===== src/rtl/lnt_pkg.sv =====
// Shared types and constants for the line and triangle rasterizer.
// Used by the channel interfaces and by every rasterizer module.
package lnt_pkg;

  localparam int unsigned COORD_W         = 9;
  localparam int unsigned RASTER_SIZE_DEF = 512;

  typedef enum logic [1:0] {
    ACT_STEP = 2'd0,
    ACT_LINE = 2'd1,
    ACT_TRI  = 2'd2
  } action_e;

  // Edge numbers within a shape
  localparam logic [1:0] EDGE_AB = 2'd0;
  localparam logic [1:0] EDGE_BC = 2'd1;
  localparam logic [1:0] EDGE_CA = 2'd2;

  typedef logic [COORD_W-1:0] coord_t;

  typedef struct packed {
    logic [1:0] action;
    coord_t     ax;
    coord_t     ay;
    coord_t     bx;
    coord_t     by_coord;
    coord_t     cx;
    coord_t     cy;
  } cmd_t;

  typedef struct packed {
    coord_t pixel_x;
    coord_t pixel_y;
    logic   edge_done;
    logic   shape_done;
  } pix_t;

  // Walk parameters of one edge, major axis increasing
  typedef struct packed {
    coord_t major_pos;
    coord_t major_end;
    coord_t minor_pos;
    coord_t delta_major;
    coord_t delta_minor;
    logic   minor_down;
    logic   steep;
  } edge_t;

endpackage


===== src/rtl/lnt_ifs.sv =====
// Valid/ready channel interfaces for the rasterizer command and pixel streams.
// Depends on lnt_pkg for the coordinate type.
interface lnt_cmd_if import lnt_pkg::*; ();
  logic       valid;
  logic       ready;
  logic [1:0] action;
  coord_t     ax;
  coord_t     ay;
  coord_t     bx;
  coord_t     by_coord;
  coord_t     cx;
  coord_t     cy;

  modport source (output valid, action, ax, ay, bx, by_coord, cx, cy, input ready);
  modport sink   (input valid, action, ax, ay, bx, by_coord, cx, cy, output ready);
endinterface

interface lnt_pix_if import lnt_pkg::*; ();
  logic   valid;
  logic   ready;
  coord_t pixel_x;
  coord_t pixel_y;
  logic   edge_done;
  logic   shape_done;

  modport source (output valid, pixel_x, pixel_y, edge_done, shape_done, input ready);
  modport sink   (input valid, pixel_x, pixel_y, edge_done, shape_done, output ready);
endinterface


===== src/rtl/lnt_edge_setup.sv =====
// Combinational edge setup: orders two endpoints for a Bresenham walk.
// Depends on lnt_pkg (coord_t, edge_t).
module lnt_edge_setup import lnt_pkg::*; (
  input  coord_t x0_i,
  input  coord_t y0_i,
  input  coord_t x1_i,
  input  coord_t y1_i,
  output edge_t  edge_o
);

  logic [COORD_W:0]   dx, dy;
  logic [COORD_W-1:0] adx, ady;
  logic               steep;
  coord_t             u0, v0, u1, v1;
  logic               swap;
  coord_t             minor_end;

  always_comb begin
    dx  = {1'b0, x1_i} - {1'b0, x0_i};
    dy  = {1'b0, y1_i} - {1'b0, y0_i};
    adx = dx[COORD_W] ? COORD_W'(-dx) : dx[COORD_W-1:0];
    ady = dy[COORD_W] ? COORD_W'(-dy) : dy[COORD_W-1:0];
    steep = ady > adx;

    // Walk along y for steep edges
    u0 = steep ? y0_i : x0_i;
    v0 = steep ? x0_i : y0_i;
    u1 = steep ? y1_i : x1_i;
    v1 = steep ? x1_i : y1_i;

    // Order endpoints so the major coordinate increases
    swap = u0 > u1;
    edge_o.major_pos   = swap ? u1 : u0;
    edge_o.major_end   = swap ? u0 : u1;
    edge_o.minor_pos   = swap ? v1 : v0;
    minor_end          = swap ? v0 : v1;
    edge_o.delta_major = edge_o.major_end - edge_o.major_pos;
    edge_o.delta_minor = steep ? adx : ady;
    edge_o.minor_down  = minor_end < edge_o.minor_pos;
    edge_o.steep       = steep;
  end

endmodule


===== src/rtl/lnt_walker.sv =====
// Rasterizer state and one-step Bresenham update per command.
// Depends on lnt_pkg and lnt_edge_setup.
module lnt_walker import lnt_pkg::*; #(
  parameter int unsigned RASTER_SIZE = RASTER_SIZE_DEF
) (
  input  logic clk_i,
  input  logic rst_ni,
  input  logic fire_i,
  input  cmd_t cmd_i,
  output logic res_valid_o,
  output pix_t res_o
);

  localparam int unsigned ErrW = COORD_W + 1;
  localparam int unsigned SumW = COORD_W + 3;

  function automatic coord_t clamp_coord(coord_t v);
    if (32'(v) >= RASTER_SIZE) begin
      return COORD_W'(RASTER_SIZE - 1);
    end
    return v;
  endfunction

  // Vertex registers: only read after a start has written them
  coord_t va_x_q, va_y_q, vb_x_q, vb_y_q, vc_x_q, vc_y_q;

  edge_t                 edge_q, edge_d;
  logic signed [ErrW-1:0] err_q, err_d;
  logic [1:0]            edge_idx_q, edge_idx_d;
  logic                  tri_q, tri_d;
  logic                  active_q, active_d;

  logic   start;
  coord_t ca_x, ca_y, cb_x, cb_y, cc_x, cc_y;
  coord_t s_x0, s_y0, s_x1, s_y1;
  edge_t  setup_edge;
  logic   last;
  logic   final_edge;
  logic signed [SumW-1:0] err_sum, err_sub;
  logic   minor_step;

  assign ca_x = clamp_coord(cmd_i.ax);
  assign ca_y = clamp_coord(cmd_i.ay);
  assign cb_x = clamp_coord(cmd_i.bx);
  assign cb_y = clamp_coord(cmd_i.by_coord);
  assign cc_x = clamp_coord(cmd_i.cx);
  assign cc_y = clamp_coord(cmd_i.cy);

  assign start = (cmd_i.action == ACT_LINE) || (cmd_i.action == ACT_TRI);

  // Setup source: new vertices on a start, else the following stored edge
  always_comb begin
    if (start) begin
      s_x0 = ca_x;   s_y0 = ca_y;   s_x1 = cb_x;   s_y1 = cb_y;
    end else if (edge_idx_q == EDGE_AB) begin
      s_x0 = vb_x_q; s_y0 = vb_y_q; s_x1 = vc_x_q; s_y1 = vc_y_q;
    end else begin
      s_x0 = vc_x_q; s_y0 = vc_y_q; s_x1 = va_x_q; s_y1 = va_y_q;
    end
  end

  lnt_edge_setup u_setup (
    .x0_i   (s_x0),
    .y0_i   (s_y0),
    .x1_i   (s_x1),
    .y1_i   (s_y1),
    .edge_o (setup_edge)
  );

  assign last       = edge_q.major_pos >= edge_q.major_end;
  assign final_edge = !tri_q || (edge_idx_q == EDGE_CA);

  always_comb begin
    err_sum    = SumW'(err_q) + $signed({2'b00, edge_q.delta_minor, 1'b0});
    minor_step = err_sum >= $signed({3'b000, edge_q.delta_major});
    err_sub    = err_sum - $signed({2'b00, edge_q.delta_major, 1'b0});
  end

  always_comb begin
    edge_d      = edge_q;
    err_d       = err_q;
    edge_idx_d  = edge_idx_q;
    tri_d       = tri_q;
    active_d    = active_q;
    res_valid_o = 1'b0;

    res_o.pixel_x    = edge_q.steep ? edge_q.minor_pos : edge_q.major_pos;
    res_o.pixel_y    = edge_q.steep ? edge_q.major_pos : edge_q.minor_pos;
    res_o.edge_done  = last;
    res_o.shape_done = last && final_edge;

    if (fire_i) begin
      case (cmd_i.action)
        ACT_LINE, ACT_TRI: begin
          tri_d      = cmd_i.action == ACT_TRI;
          edge_idx_d = EDGE_AB;
          active_d   = 1'b1;
          edge_d     = setup_edge;
          err_d      = '0;
        end
        ACT_STEP: begin
          if (active_q) begin
            res_valid_o = 1'b1;
            if (last) begin
              if (final_edge) begin
                active_d = 1'b0;
              end else begin
                edge_idx_d = edge_idx_q + 2'd1;
                edge_d     = setup_edge;
                err_d      = '0;
              end
            end else begin
              edge_d.major_pos = edge_q.major_pos + COORD_W'(1);
              if (minor_step) begin
                edge_d.minor_pos = edge_q.minor_down ? edge_q.minor_pos - COORD_W'(1)
                                                     : edge_q.minor_pos + COORD_W'(1);
                err_d = err_sub[ErrW-1:0];
              end else begin
                err_d = err_sum[ErrW-1:0];
              end
            end
          end
        end
        default: begin
        end
      endcase
    end
  end

  always_ff @(posedge clk_i or negedge rst_ni) begin
    if (!rst_ni) begin
      edge_q     <= '0;
      err_q      <= '0;
      edge_idx_q <= EDGE_AB;
      tri_q      <= 1'b0;
      active_q   <= 1'b0;
    end else begin
      edge_q     <= edge_d;
      err_q      <= err_d;
      edge_idx_q <= edge_idx_d;
      tri_q      <= tri_d;
      active_q   <= active_d;
    end
  end

  always_ff @(posedge clk_i) begin
    if (fire_i && start) begin
      va_x_q <= ca_x;
      va_y_q <= ca_y;
      vb_x_q <= cb_x;
      vb_y_q <= cb_y;
      vc_x_q <= cc_x;
      vc_y_q <= cc_y;
    end
  end

  // A single-point edge has a zero major delta and keeps the error at zero
  a_err_range: assert property (@(posedge clk_i) disable iff (!rst_ni)
    active_q |-> (err_q >= -$signed({1'b0, edge_q.delta_major}))
              && ((err_q < $signed({1'b0, edge_q.delta_major})) || (err_q == '0)))
    else $error("error term left its range");

  a_major_bound: assert property (@(posedge clk_i) disable iff (!rst_ni)
    active_q |-> edge_q.major_pos <= edge_q.major_end)
    else $error("major position passed edge end");

  a_delta_order: assert property (@(posedge clk_i) disable iff (!rst_ni)
    active_q |-> edge_q.delta_minor <= edge_q.delta_major)
    else $error("minor delta exceeds major delta");

  a_shape_end: assert property (@(posedge clk_i) disable iff (!rst_ni)
    (res_valid_o && res_o.shape_done) |=> !active_q)
    else $error("shape still active after its last pixel");

  a_tri_edges: assert property (@(posedge clk_i) disable iff (!rst_ni)
    (active_q && !tri_q) |-> edge_idx_q == EDGE_AB)
    else $error("line walked past its only edge");

endmodule


===== src/rtl/line_and_triangle_rasterizer.sv =====
// Top level of the line and triangle rasterizer: command/pixel channels,
// input and output registers. Depends on lnt_pkg, lnt_ifs and lnt_walker.
//
// Usage:
//   cmd_i carries commands. ACT_LINE and ACT_TRI latch the vertices (A, B and,
//   for a triangle, C; coordinates at or beyond RASTER_SIZE saturate) and
//   set up the first edge; they produce no pixel and abort any shape in
//   progress. Each ACT_STEP then produces exactly one pixel on pix_o, with
//   edge_done on the last pixel of an edge and shape_done on the last pixel
//   of the line or triangle (edges A-B, B-C, C-A). A step while idle and
//   the unused action code produce nothing.
//   Throughput: one command per cycle while pix_o accepts; each step is one add and
//   compare in the walker's single registered update.
//   Path: a step transaction passes through the input register, then the
//   walker's update and the output register, before its pixel is on pix_o.
//   Reset: asynchronous, active low; the block comes up idle with both
//   registers empty.
//   Stall: while pix_o is held off, the output register and the input
//   register hold their contents and cmd_i.ready drops once both are full.
module line_and_triangle_rasterizer import lnt_pkg::*; #(
  parameter int unsigned RASTER_SIZE = RASTER_SIZE_DEF
) (
  input  logic      clk_i,
  input  logic      rst_ni,
  lnt_cmd_if.sink   cmd_i,
  lnt_pix_if.source pix_o
);

  logic in_valid_q;
  cmd_t in_q;
  logic out_valid_q;
  pix_t out_q;
  logic advance;
  logic accept;
  logic res_valid;
  pix_t res;

  // Output register free or draining this cycle
  assign advance     = !out_valid_q || pix_o.ready;
  assign cmd_i.ready = !in_valid_q || advance;
  assign accept      = cmd_i.valid && cmd_i.ready;

  always_ff @(posedge clk_i or negedge rst_ni) begin
    if (!rst_ni) begin
      in_valid_q <= 1'b0;
    end else if (accept) begin
      in_valid_q <= 1'b1;
    end else if (advance) begin
      in_valid_q <= 1'b0;
    end
  end

  always_ff @(posedge clk_i) begin
    if (accept) begin
      in_q.action   <= cmd_i.action;
      in_q.ax       <= cmd_i.ax;
      in_q.ay       <= cmd_i.ay;
      in_q.bx       <= cmd_i.bx;
      in_q.by_coord <= cmd_i.by_coord;
      in_q.cx       <= cmd_i.cx;
      in_q.cy       <= cmd_i.cy;
    end
  end

  lnt_walker #(
    .RASTER_SIZE (RASTER_SIZE)
  ) u_walker (
    .clk_i       (clk_i),
    .rst_ni      (rst_ni),
    .fire_i      (in_valid_q && advance),
    .cmd_i       (in_q),
    .res_valid_o (res_valid),
    .res_o       (res)
  );

  always_ff @(posedge clk_i or negedge rst_ni) begin
    if (!rst_ni) begin
      out_valid_q <= 1'b0;
    end else if (advance) begin
      out_valid_q <= res_valid;
    end
  end

  always_ff @(posedge clk_i) begin
    if (advance && res_valid) begin
      out_q <= res;
    end
  end

  assign pix_o.valid      = out_valid_q;
  assign pix_o.pixel_x    = out_q.pixel_x;
  assign pix_o.pixel_y    = out_q.pixel_y;
  assign pix_o.edge_done  = out_q.edge_done;
  assign pix_o.shape_done = out_q.shape_done;

  a_hold_stall: assert property (@(posedge clk_i) disable iff (!rst_ni)
    (out_valid_q && !pix_o.ready) |=> out_valid_q && $stable(out_q))
    else $error("pixel dropped or changed while stalled");

  a_no_overrun: assert property (@(posedge clk_i) disable iff (!rst_ni)
    (in_valid_q && !advance) |-> !cmd_i.ready)
    else $error("command taken while input register blocked");

  a_shape_edge: assert property (@(posedge clk_i) disable iff (!rst_ni)
    (out_valid_q && out_q.shape_done) |-> out_q.edge_done)
    else $error("shape end without edge end");

endmodule

===== src/flat_wrapper.sv =====
// flat-port wrapper written by rule: the top's interface ports become plain ports
module line_and_triangle_rasterizer_flat import lnt_pkg::*;
#(
  parameter int unsigned RASTER_SIZE = RASTER_SIZE_DEF
)
  (clk_i, rst_ni, cmd_i_valid, cmd_i_action, cmd_i_ax, cmd_i_ay, cmd_i_bx, cmd_i_by_coord, cmd_i_cx, cmd_i_cy, cmd_i_ready, pix_o_valid, pix_o_pixel_x, pix_o_pixel_y, pix_o_edge_done, pix_o_shape_done, pix_o_ready);
  lnt_cmd_if cmd_i_i ();
  lnt_pix_if pix_o_i ();
  input  logic clk_i;
  input  logic rst_ni;
  input wire logic [$bits(cmd_i_i.valid)-1:0] cmd_i_valid;
  input wire logic [$bits(cmd_i_i.action)-1:0] cmd_i_action;
  input wire logic [$bits(cmd_i_i.ax)-1:0] cmd_i_ax;
  input wire logic [$bits(cmd_i_i.ay)-1:0] cmd_i_ay;
  input wire logic [$bits(cmd_i_i.bx)-1:0] cmd_i_bx;
  input wire logic [$bits(cmd_i_i.by_coord)-1:0] cmd_i_by_coord;
  input wire logic [$bits(cmd_i_i.cx)-1:0] cmd_i_cx;
  input wire logic [$bits(cmd_i_i.cy)-1:0] cmd_i_cy;
  output wire logic [$bits(cmd_i_i.ready)-1:0] cmd_i_ready;
  output wire logic [$bits(pix_o_i.valid)-1:0] pix_o_valid;
  output wire logic [$bits(pix_o_i.pixel_x)-1:0] pix_o_pixel_x;
  output wire logic [$bits(pix_o_i.pixel_y)-1:0] pix_o_pixel_y;
  output wire logic [$bits(pix_o_i.edge_done)-1:0] pix_o_edge_done;
  output wire logic [$bits(pix_o_i.shape_done)-1:0] pix_o_shape_done;
  input wire logic [$bits(pix_o_i.ready)-1:0] pix_o_ready;
  assign cmd_i_i.valid = cmd_i_valid;
  assign cmd_i_i.action = cmd_i_action;
  assign cmd_i_i.ax = cmd_i_ax;
  assign cmd_i_i.ay = cmd_i_ay;
  assign cmd_i_i.bx = cmd_i_bx;
  assign cmd_i_i.by_coord = cmd_i_by_coord;
  assign cmd_i_i.cx = cmd_i_cx;
  assign cmd_i_i.cy = cmd_i_cy;
  assign cmd_i_ready = cmd_i_i.ready;
  assign pix_o_valid = pix_o_i.valid;
  assign pix_o_pixel_x = pix_o_i.pixel_x;
  assign pix_o_pixel_y = pix_o_i.pixel_y;
  assign pix_o_edge_done = pix_o_i.edge_done;
  assign pix_o_shape_done = pix_o_i.shape_done;
  assign pix_o_i.ready = pix_o_ready;
  line_and_triangle_rasterizer #(.RASTER_SIZE(RASTER_SIZE)) u_core (.clk_i(clk_i), .rst_ni(rst_ni), .cmd_i(cmd_i_i), .pix_o(pix_o_i));
endmodule

===== config.mk =====
export PLATFORM = sky130hd
export DESIGN_NAME = line_and_triangle_rasterizer_flat
export DESIGN_NICKNAME = d
export VERILOG_FILES = /design/src/rtl/lnt_pkg.sv /design/src/rtl/lnt_ifs.sv /design/src/rtl/lnt_edge_setup.sv /design/src/rtl/lnt_walker.sv /design/src/rtl/line_and_triangle_rasterizer.sv /design/src/flat_wrapper.sv
export SDC_FILE = /design/constraint.sdc
export NUM_CORES = 1
export LEC_CHECK = 0
export ABC_AREA = 1
export ABC_CLOCK_PERIOD_IN_PS = 20800
export BUFFER_PORTS_ARGS = -buffer_cell sky130_fd_sc_hd__buf_2
export CAP_MARGIN = 40
export CORE_ASPECT_RATIO = 0.5
export CORE_MARGIN = 2
export CORE_UTILIZATION = 37
export CTS_CLUSTER_SIZE = 40
export DETAILED_ROUTE_END_ITERATION = 10
export GPL_TIMING_DRIVEN = 0
export SYNTH_ARGS = -nofsm -noshare
export SYNTH_HDL_FRONTEND = slang
export SYNTH_SLANG_ARGS = --single-unit

===== constraint.sdc =====
create_clock -name clk_i -period 20.8 [get_ports clk_i]
set_input_delay 3.12 -clock clk_i [delete_from_list [all_inputs] [get_ports clk_i]]
set_output_delay 3.12 -clock clk_i [all_outputs]
set_load 0.02 [all_outputs]

# After elaboration in Yosys (flattened, before gate mapping)
# Index checks and enable logic that the tools add are counted.
[classes]
n_addsub = 11
n_lt_le_gt_ge = 5
eq_ne = 8
n_mux = 48
n_reduce_logical = 22
[op_table]
columns = ["cell", "count"]
rows = [
  ["$mux W9", 26],
  ["$mux W47", 2],
  ["$pmux W47 S2", 1],
  ["$mux W10", 4],
  ["$mux W20", 1],
  ["$pmux W10 S2", 1],
  ["$sub A9 B9 Y10", 2],
  ["$add A9 B1 Y9 const B", 2],
  ["$gt A9 B9 Y1", 2],
  ["$neg A9 Y9", 2],
  ["$add A10 B11 Y12", 1],
  ["$ge A12 B10 Y1", 1],
  ["$reduce_and A5 Y1", 2],
  ["$sub A10 B10 Y10", 1],
  ["$ge A9 B9 Y1", 1],
  ["$lt A9 B9 Y1", 1],
  ["$sub A9 B1 Y9 const B", 1],
  ["$sub A9 B9 Y9", 1],
  ["$mux W1", 8],
  ["$mux W2", 3],
  ["$ne A2 B2 Y1 const B", 3],
  ["$ne A3 B3 Y1 const B", 2],
  ["$logic_and A1 B1 Y1", 5],
  ["$eq A2 B2 Y1 const B", 2],
  ["11 further kinds", 19],
]
[word_totals]
ff_bits = 193
in_bits = 60
out_inout_bits = 22

# Longest topological paths before layout
# Gate-level depths: netlist of run 1.
[depth]
depth_word = 15
mapped_depth = 58
depth_no_buf = 52

# Hierarchy
# From an unflattened synthesis of run 1, not the netlist that was laid out.
[hier_totals]
hier_cells = 1548
area_unflattened_um2 = 12702.2
[modules_own_cells]
columns = ["mod", "instances", "cells_per_inst", "area_per_inst_um2"]
rows = [
  ["lnt_walker", 1, 872, 7139.3],
  ["lnt_edge_setup", 1, 585, 3174.3],
  ["line_and_triangle_rasterizer", 1, 91, 2388.5],
]

# Least setup slack after synthesis of run 1
# OpenSTA, ideal clock, no wires.
[synth_timing]
path_type = "register to register"
start = "register u_core.in_q[54] in the netlist's numbering"
end = "register u_core.u_walker.edge_q[1] in the netlist's numbering"
setup_time_ns = 0.076
arrival_time_ns = 7.511
setup_slack_ns = 13.213
path_stages_with_launch = 51
n_path_buf = 8
period_less_slack_ns = 7.587
path_cell_list = "edfxtp_1 -> inv_1 -> ha_1 -> inv_2 -> buf_2 -> buf_2 -> o211ai_1 -> o21ai_0 -> inv_1 -> ha_1 -> fa_1 -> or2_2 -> o21ai_1 -> a21oi_1 -> o21ai_0 -> xnor2_1 -> nand3b_1 -> nand2_1 -> [... 15 more ...] -> ha_1 -> nand3_1 -> nor2_1 -> nand4_1 -> nand3_2 -> nand2_4 -> buf_6 -> buf_2 -> clkbuf_1 -> o21ai_0 -> ha_1 -> a21oi_1 -> o21ai_0 -> a221oi_1 -> o21ai_0 -> nor2_1 -> nand2_1 -> o21ai_1"
[synth_between]
elab_chain_len = 15
elab_cells_between_ends = 33
cone_classes = "add/sub (4); order compare (3); eq/ne (5); mux (16); reduce/logical (5)"
[synth_lines]
columns = ["element", "line_no", "rtl"]
rows = [
  ["start, declared", "line_and_triangle_rasterizer.sv:30", "cmd_t in_q;"],
  ["$eq A2 B1 Y1 / $eq A2 B2 Y1 (equally long branches)", "lnt_walker.sv:49, lnt_walker.sv:93", ""],
  ["$logic_or A1 B1 Y1", "lnt_walker.sv:49", "assign start = (cmd_i.action == ACT_LINE) || (cmd_i.action == ACT_TRI);"],
  ["$mux W9", "lnt_walker.sv:53", "if (start) begin"],
  ["$sub A9 B9 Y10, on equally long branches", "lnt_edge_setup.sv:20, lnt_edge_setup.sv:19", ""],
  ["$neg A9 Y9, on equally long branches", "lnt_edge_setup.sv:22, lnt_edge_setup.sv:21", ""],
  ["$mux W9, on equally long branches", "lnt_edge_setup.sv:22, lnt_edge_setup.sv:21", ""],
  ["$gt A9 B9 Y1", "lnt_edge_setup.sv:23", "steep = ady > adx;"],
  ["$mux W9, on equally long branches", "lnt_edge_setup.sv:26, lnt_edge_setup.sv:28", ""],
  ["$gt A9 B9 Y1", "lnt_edge_setup.sv:32", "swap = u0 > u1;"],
  ["$mux W9, on equally long branches", "lnt_edge_setup.sv:36, lnt_edge_setup.sv:35", ""],
  ["$lt A9 B9 Y1", "lnt_edge_setup.sv:39", "edge_o.minor_down = minor_end < edge_o.minor_pos;"],
  ["$mux W47", "lnt_walker.sv:105", "if (final_edge) begin"],
  ["$mux W20", "lnt_walker.sv:104", "if (last) begin"],
  ["$mux W47", "lnt_walker.sv:102", "if (active_q) begin"],
  ["$pmux W47 S2", "lnt_walker.sv:93", "case (cmd_i.action)"],
  ["end signal, assigned", "lnt_walker.sv:138", "edge_q <= edge_d;"],
  ["end, declared", "lnt_walker.sv:27", "edge_t edge_q, edge_d;"],
]
# Several ways; a longest one is shown, not always the timed one. The select of a mux whose other input is x is not followed.
# A chain may end at the register's enable or synchronous reset.

# Worst setup path after layout of run 1
# Ends and elaborated chain as after synthesis.

==> results of run 1 <==
[worst reg2reg max path: cells and delay by family (launching register included)]
family                   cells  cell delay, ps
buffers and inverters       13            2560
AO/OA/AOI/OAI               13            2220
AND/OR/NAND/NOR             15            1980
adder cells (fa/ha/maj)      6            1920
flip-flops                   1             400
XOR/XNOR                     1             250
[cells by family after synthesis]
family	after synthesis	synth area share, %
AO/OA/AOI/OAI	315	14.5
XOR/XNOR	51	3.69
adder cells (fa/ha/maj)	98	10.4
buffers and inverters	240	7.92
flip-flops	192	45.0
multiplexers	1	0.0826
AND/OR/NAND/NOR	518	18.3
[per-stage QoR]
step	util, %	hold slack (ps)	instance area [um2]
6_report	43.1	420	13800
3_5_place_dp	41.2	406	13200
4_1_cts	43.1	424	13800
2_1_floorplan	-	400	12100
5_1_grt	43.1	428	13800
3_3_place_gp	40.9	402	13100
[per-layer routing]
layer / GRT usage [%] / up-vias / share of wire, %
li1: - / 4946 / -
met1: 26.9 / 4530 / 51
met2: 26.0 / 206 / 42
met3: 3.38 / 28 / 4.5
met4: 5.01 / 0 / 1.7
met5: 0 / - / 0
[final cells by class]
cell class	count	share of cell area (%)
Clock buffer	19	3.29
Inverter	195	5.31
Multi-Input combinational cell	983	41.5
Clock inverter	13	1.05
Tap cell	432	3.92
Sequential cell	192	39.6
Buffer	45	1.65
Timing Repair Buffer	86	3.68
[cell usage in the layout, fill, tap and decap left out, types with 3 or more instances in the layout]
cell,instances
nand2_1,343
inv_1,188
o21ai_0,155
edfxtp_1,130
buf_2,94
ha_1,93
dfrtp_1,62
a21oi_1,59
nand3_1,56
nor2_1,49
o21ai_1,37
xor2_1,35
o211ai_1,33
clkbuf_1,20
or2_2,17
clkbuf_16,17
xnor2_1,16
and2_1,11
nor3_1,11
nand3b_1,8
nand2_2,8
inv_2,6
buf_4,6
o21ai_2,5
a21o_1,5
fa_1,5
o21bai_1,4
buf_6,4
nand4_1,4
o22ai_1,4
clkinvlp_4,4
buf_1,3
nor2_4,3
inv_8,3
inv_6,3
buf_12,3
[registers in the layout, summed over array words and instances (netlist names), 2 cells and up]
register	count
u_core.in_q	56
u_core.u_walker.vc_y_q	9
u_core.u_walker.vc_x_q	9
u_core.u_walker.vb_x_q	9
u_core.u_walker.err_q	9
u_core.u_walker.vb_y_q	9
u_core.pix_o.pixel_x	9
u_core.u_walker.va_y_q	9
u_core.u_walker.edge_idx_q	2
u_core.u_walker.va_x_q	9
u_core.pix_o.pixel_y	9
u_core.u_walker.edge_q	47
[worst min-delay path by stage]
stage | from | endpoint | slack (ps)
floorplan | u_core.in_q[9]$_DFFE_PP_ | u_core.u_walker.vc_x_q[0]$_DFFE_PP_ | 400
global placement | u_core.in_q[0]$_DFFE_PP_ | u_core.u_walker.vc_y_q[0]$_DFFE_PP_ | 400
detailed placement | u_core.in_q[9]$_DFFE_PP_ | u_core.u_walker.vc_x_q[0]$_DFFE_PP_ | 410
CTS | u_core.in_q[0]$_DFFE_PP_ | u_core.u_walker.vc_y_q[0]$_DFFE_PP_ | 420
global route | u_core.in_q[16]$_DFFE_PP_ | u_core.u_walker.vc_x_q[7]$_DFFE_PP_ | 430
finish | u_core.in_q[10]$_DFFE_PP_ | u_core.u_walker.vc_x_q[1]$_DFFE_PP_ | 420
==> results.toml, run 1 <==
[outcome]
status = "complete, no violations"

[layout]
multi_input_area_mm2 = 0.00571
diodes = 0
regArea_mm2 = 0.00546
fin_cells = 1965
drive_gt1_share_pct = 12.4
n_fill_cell = 3148
fin_nets = 1678
areaGrowthSynthToFinish_pct = 13.7

[detailed_routing]
drt-initial-drc-count = 768
drc = 0
ant_nets = 0
vias_per_cell = 4.94
num_vias = 9710
routed_wl_um = 29700
dr.pass1.iters = 5
wl_per_cell_um = 15.1

[timing]
rsz0062_at_grt = "false"
final.min_clock_period_ps = 9430
slew_headroom_pct = 44.5
fin_skew_ps = 9.91
finalSetupViolCount = 0
min_period_over_period_pct = 45.3
hold_viol = 0
fmax_ghz = 0.106
tightestPinTransition_ps = 827
drv_slew = 0
fin_setup_tns_ps = 0
worst_slack_ps = 11370

[worst_setup_path]
max_stage_delay_ps = 440
crit_buf_inv = 13
critical_path.max_fanout = 10
end_kind = "register"
crit_arrival_ps = 9820
rr_worst_depth = 48
crit_type = "register to register"
ff2ff_setup_slack_ps = 11370
critPathCapture = "u_core.u_walker.edge_q[1]$_DFFE_PN0P_"
worstReg2RegEnd = "u_core.u_walker.edge_q[1]$_DFFE_PN0P_"
cpMaxStageDelayCell = "ha_1"
critical_path_depth = 48
crit_top_cell = "o21ai_0"
cp-startpoint = "u_core.in_q[54]$_DFFE_PP_"
required_ps = 21180
start_kind = "register"
r2r_start = "u_core.in_q[54]$_DFFE_PP_"
path_delay_family = "buffers and inverters"

[cts]
tritoncts = "yes"
cts_max_level = 4
cts_buffers = 17
cts_resized = 0
cts_sinks = 192
root_buffer = "clkbuf_16"
clock_latency_ps = 460
clkSlewWorstSetupHoldPaths_ps = 70
cts_buffer_depth = 2
holdBufCountCts = 0
post_cts_buffers = 0

[logic_synthesis]
yosysTopAreaCell = "edfxtp_1"
synthCells = 1415
synth-edff-count = 130
synth_area_leaders = "edfxtp_1 (32%), dfrtp_1 (13%), nand2_1 (11%), ha_1 (9.6%), o21ai_0 (6.4%)"
ys_seq_elements = 192
ys.flop_type = "edfxtp_1"
synth-seq-area-share_pct = 45.0
netlist.area_leader.share_pct = 32.2
ys_types = 48
syn_area_per_cell_um2 = 8.56
synth_common_cells = "nand2_1 (343), inv_1 (189), o21ai_0 (155)"
synth_fp_nets = 1573
synth_most_common_cell = "nand2_1"
yosysWarnings = 0
async_reset_ff_share_pct = 32.3
synth_area_mm2 = 0.0121

[global_route]
grt_pass1_wl_um = 48200
grt_max_degree = 40
antenna_found_initial = 0
grt_pass1_vias = 8959
grt_use_total_pct = 17.9
gr-total-overflow = 0

[placed_design]
gp_congestion = 0.917
place_ws_ps = 11490
hpwl_um = 23200
dp_cells = 1933
portBuffers = 81

[hold_path]
hold_depth = 0
hold_class = "register to register"

[floorplanning]
start_util_pct = 37.9
die_y_um = 132
io_pins = 82
die_area_mm2 = 0.0343
fp-row-count = 46
die_w_um = 260
core_area_mm2 = 0.0319

[flow_run]
cap_violations = 0
Power of run 1 is left out: the tool's default activity adds up to more than one toggle a clock period on the data nets, which glitch-free logic cannot reach.
==> run 2: changes to the inputs <==
Settings changed: ABC_CLOCK_PERIOD_IN_PS 20800 to 9370.
Clock period 20.8 ns to 9.37 ns, I/O delays scaled along.
==> run 2 against run 1 <==
  * Final area up 0.43%
  * Setup slack lost 11000 ps
  * Sequential share of layout area decreased by 0.17 points
  * Hold slack better by 0.76 ps
  * Via count shrank 0.20%
  * Global-route usage unchanged
  * Clock-buffer cell count stayed put
  * First-iteration DRC count grew 0.39%
  * Critical endpoint unchanged
  * Non-clock buffer count down 2
  * Critical path type unchanged
==> results.toml, run 2 (synthesized netlist as in run 1, its figures left out) <==
[global_route]
grt_util_met2_pct = 26.0
grt_use_total_pct = 17.9
gr-total-overflow = 0
grt_max_degree = 40
grt_pass1_wl_um = 48200
use_met1_pct = 26.9
antenna_found_initial = 0
grt_pass1_vias = 8959
busiest_layer = "met1"
met3_usage_pct = 3.38

[floorplanning]
die_w_um = 260
fp-row-count = 46
die_area_mm2 = 0.0343
io_pins = 82
core_area_mm2 = 0.0319
start_util_pct = 37.9
die_y_um = 132

[cts]
clkSlewWorstSetupHoldPaths_ps = 70
holdBufCountCts = 0
cts_buffer_depth = 2
post_cts_buffers = 0
cts_buffers = 17
cts_max_level = 4
tritoncts = "yes"
root_buffer = "clkbuf_16"
cts_sinks = 192
clock_latency_ps = 460

[worst_setup_path]
max_stage_delay_ps = 560
crit_buf_inv = 13
cp-startpoint = "u_core.u_walker.edge_idx_q[0]$_DFFE_PN0P_"
crit_type = "register to register"
crit_top_cell = "nand2_1"
end_kind = "register"
cpMaxStageDelayCell = "o21ai_0"
start_kind = "register"
r2r_start = "u_core.u_walker.edge_idx_q[0]$_DFFE_PN0P_"
critical_path.max_fanout = 10
path_delay_family = "compound AO/OA/AOI/OAI gates"
crit_arrival_ps = 9050
required_ps = 9760

[layout]
most-common-layout-cells = "nand2_1 (343), inv_1 (188), o21ai_0 (149)"
final_common_cell = "nand2_1"
top_regs = "u_core.in_q (56), u_core.u_walker.edge_q (47)"
drive_gt1_share_pct = 13.3
diodes = 0
regMostFlops = "u_core.in_q"
fin_nets = 1676
areaGrowthSynthToFinish_pct = 14.2
largest_reg_flops = 56

[detailed_routing]
drc = 0
drt-initial-drc-count = 771
wl_per_cell_um = 15.1
dr.pass1.iters = 5
vias_per_cell = 4.94
ant_nets = 0
routed_wl_um = 29700
num_vias = 9691

[timing]
drv_slew = 0
worst_slack_ps = 706
fin_setup_tns_ps = 0
fmax_ghz = 0.115
final.min_clock_period_ps = 8660
hold_viol = 0
tightestPinTransition_ps = 843
fin_skew_ps = 12.0
slew_headroom_pct = 43.5
finalSetupViolCount = 0
min_period_over_period_pct = 92.5

[hold_path]
worstHoldStart = "u_core.in_q[10]$_DFFE_PP_"
hold_class = "register to register"

[placed_design]
hpwl_um = 23200
portBuffers = 81
place_ws_ps = 62.0
gp_congestion = 0.917

[flow_run]
cap_violations = 0

[outcome]
status = "complete, no violations"
-- run 2: cell types whose count changed in the layout (fill, tap and decap cells not counted), sizes merged --
cell / delta
clkinv: +1
inv: -1
buf: -3
clkbuf: +1
-- run 2: routing by layer --
metal  part of all wire [%]  vias to the layer above
met3                    5.5                       28
met2                     43                      211
li1                       -                     4932
met4                    1.7                        0
met1                     50                     4520
met5                      0                        -
-- run 2: worst paths after layout --
path,cells after the start,end,slack (ps)
setup / recovery,54,u_core.u_walker.edge_q[1]$_DFFE_PN0P_,710
hold / removal,0,u_core.u_walker.vc_x_q[1]$_DFFE_PP_,420
setup reg to reg,54,u_core.u_walker.edge_q[1]$_DFFE_PN0P_,710
hold reg to reg,0,u_core.u_walker.vc_x_q[1]$_DFFE_PP_,420
max in group asynchronous,2,u_core.u_walker.edge_q[3]$_DFFE_PN0P_,7980
min in group asynchronous,1,u_core.u_walker.edge_q[31]$_DFFE_PN0P_,860
-- run 2: worst register-to-register path: cells and delay by family, from the launching register on --
family / cells / cell delay, ps
flip-flops: 1 / 360
buffers and inverters: 13 / 2100
AND/OR/NAND/NOR: 22 / 2250
AO/OA/AOI/OAI: 14 / 2350
adder cells (fa/ha/maj): 5 / 1540
-- run 2: per-stage QoR --
stage | cell area (um2) | hold WS (ps) | std cells | util, %
after floorplan | 12100 | 400 | 1415 | -
after global placement | 13100 | 402 | 1928 | 40.9
after detailed placement | 13200 | 406 | 1933 | 41.2
after CTS | 13800 | 424 | 1965 | 43.1
after global routing | 13800 | 428 | 1963 | 43.3
final | 13800 | 420 | 1963 | 43.3
-- run 2: final cells by class --
| class | instances | area (um2) |
|---|---|---|
| Fill cell | 3143 | 18100 |
| Multi-Input combinational cell | 983 | 5760 |
| Sequential cell | 192 | 5460 |
| Inverter | 195 | 733 |
| Tap cell | 432 | 541 |
| Timing Repair Buffer | 86 | 507 |
| Clock buffer | 19 | 453 |
| Buffer | 43 | 234 |
| Clock inverter | 13 | 145 |
-- run 2: repair_timing --
| action | CTS | global route |
|---|---|---|
| hold endpoints to repair | 0 | 0 |
| endpoints found under the setup margin | 0 | 1 |
| resized for setup | 0 | 34 |
Power of run 2 is left out for the same reason.
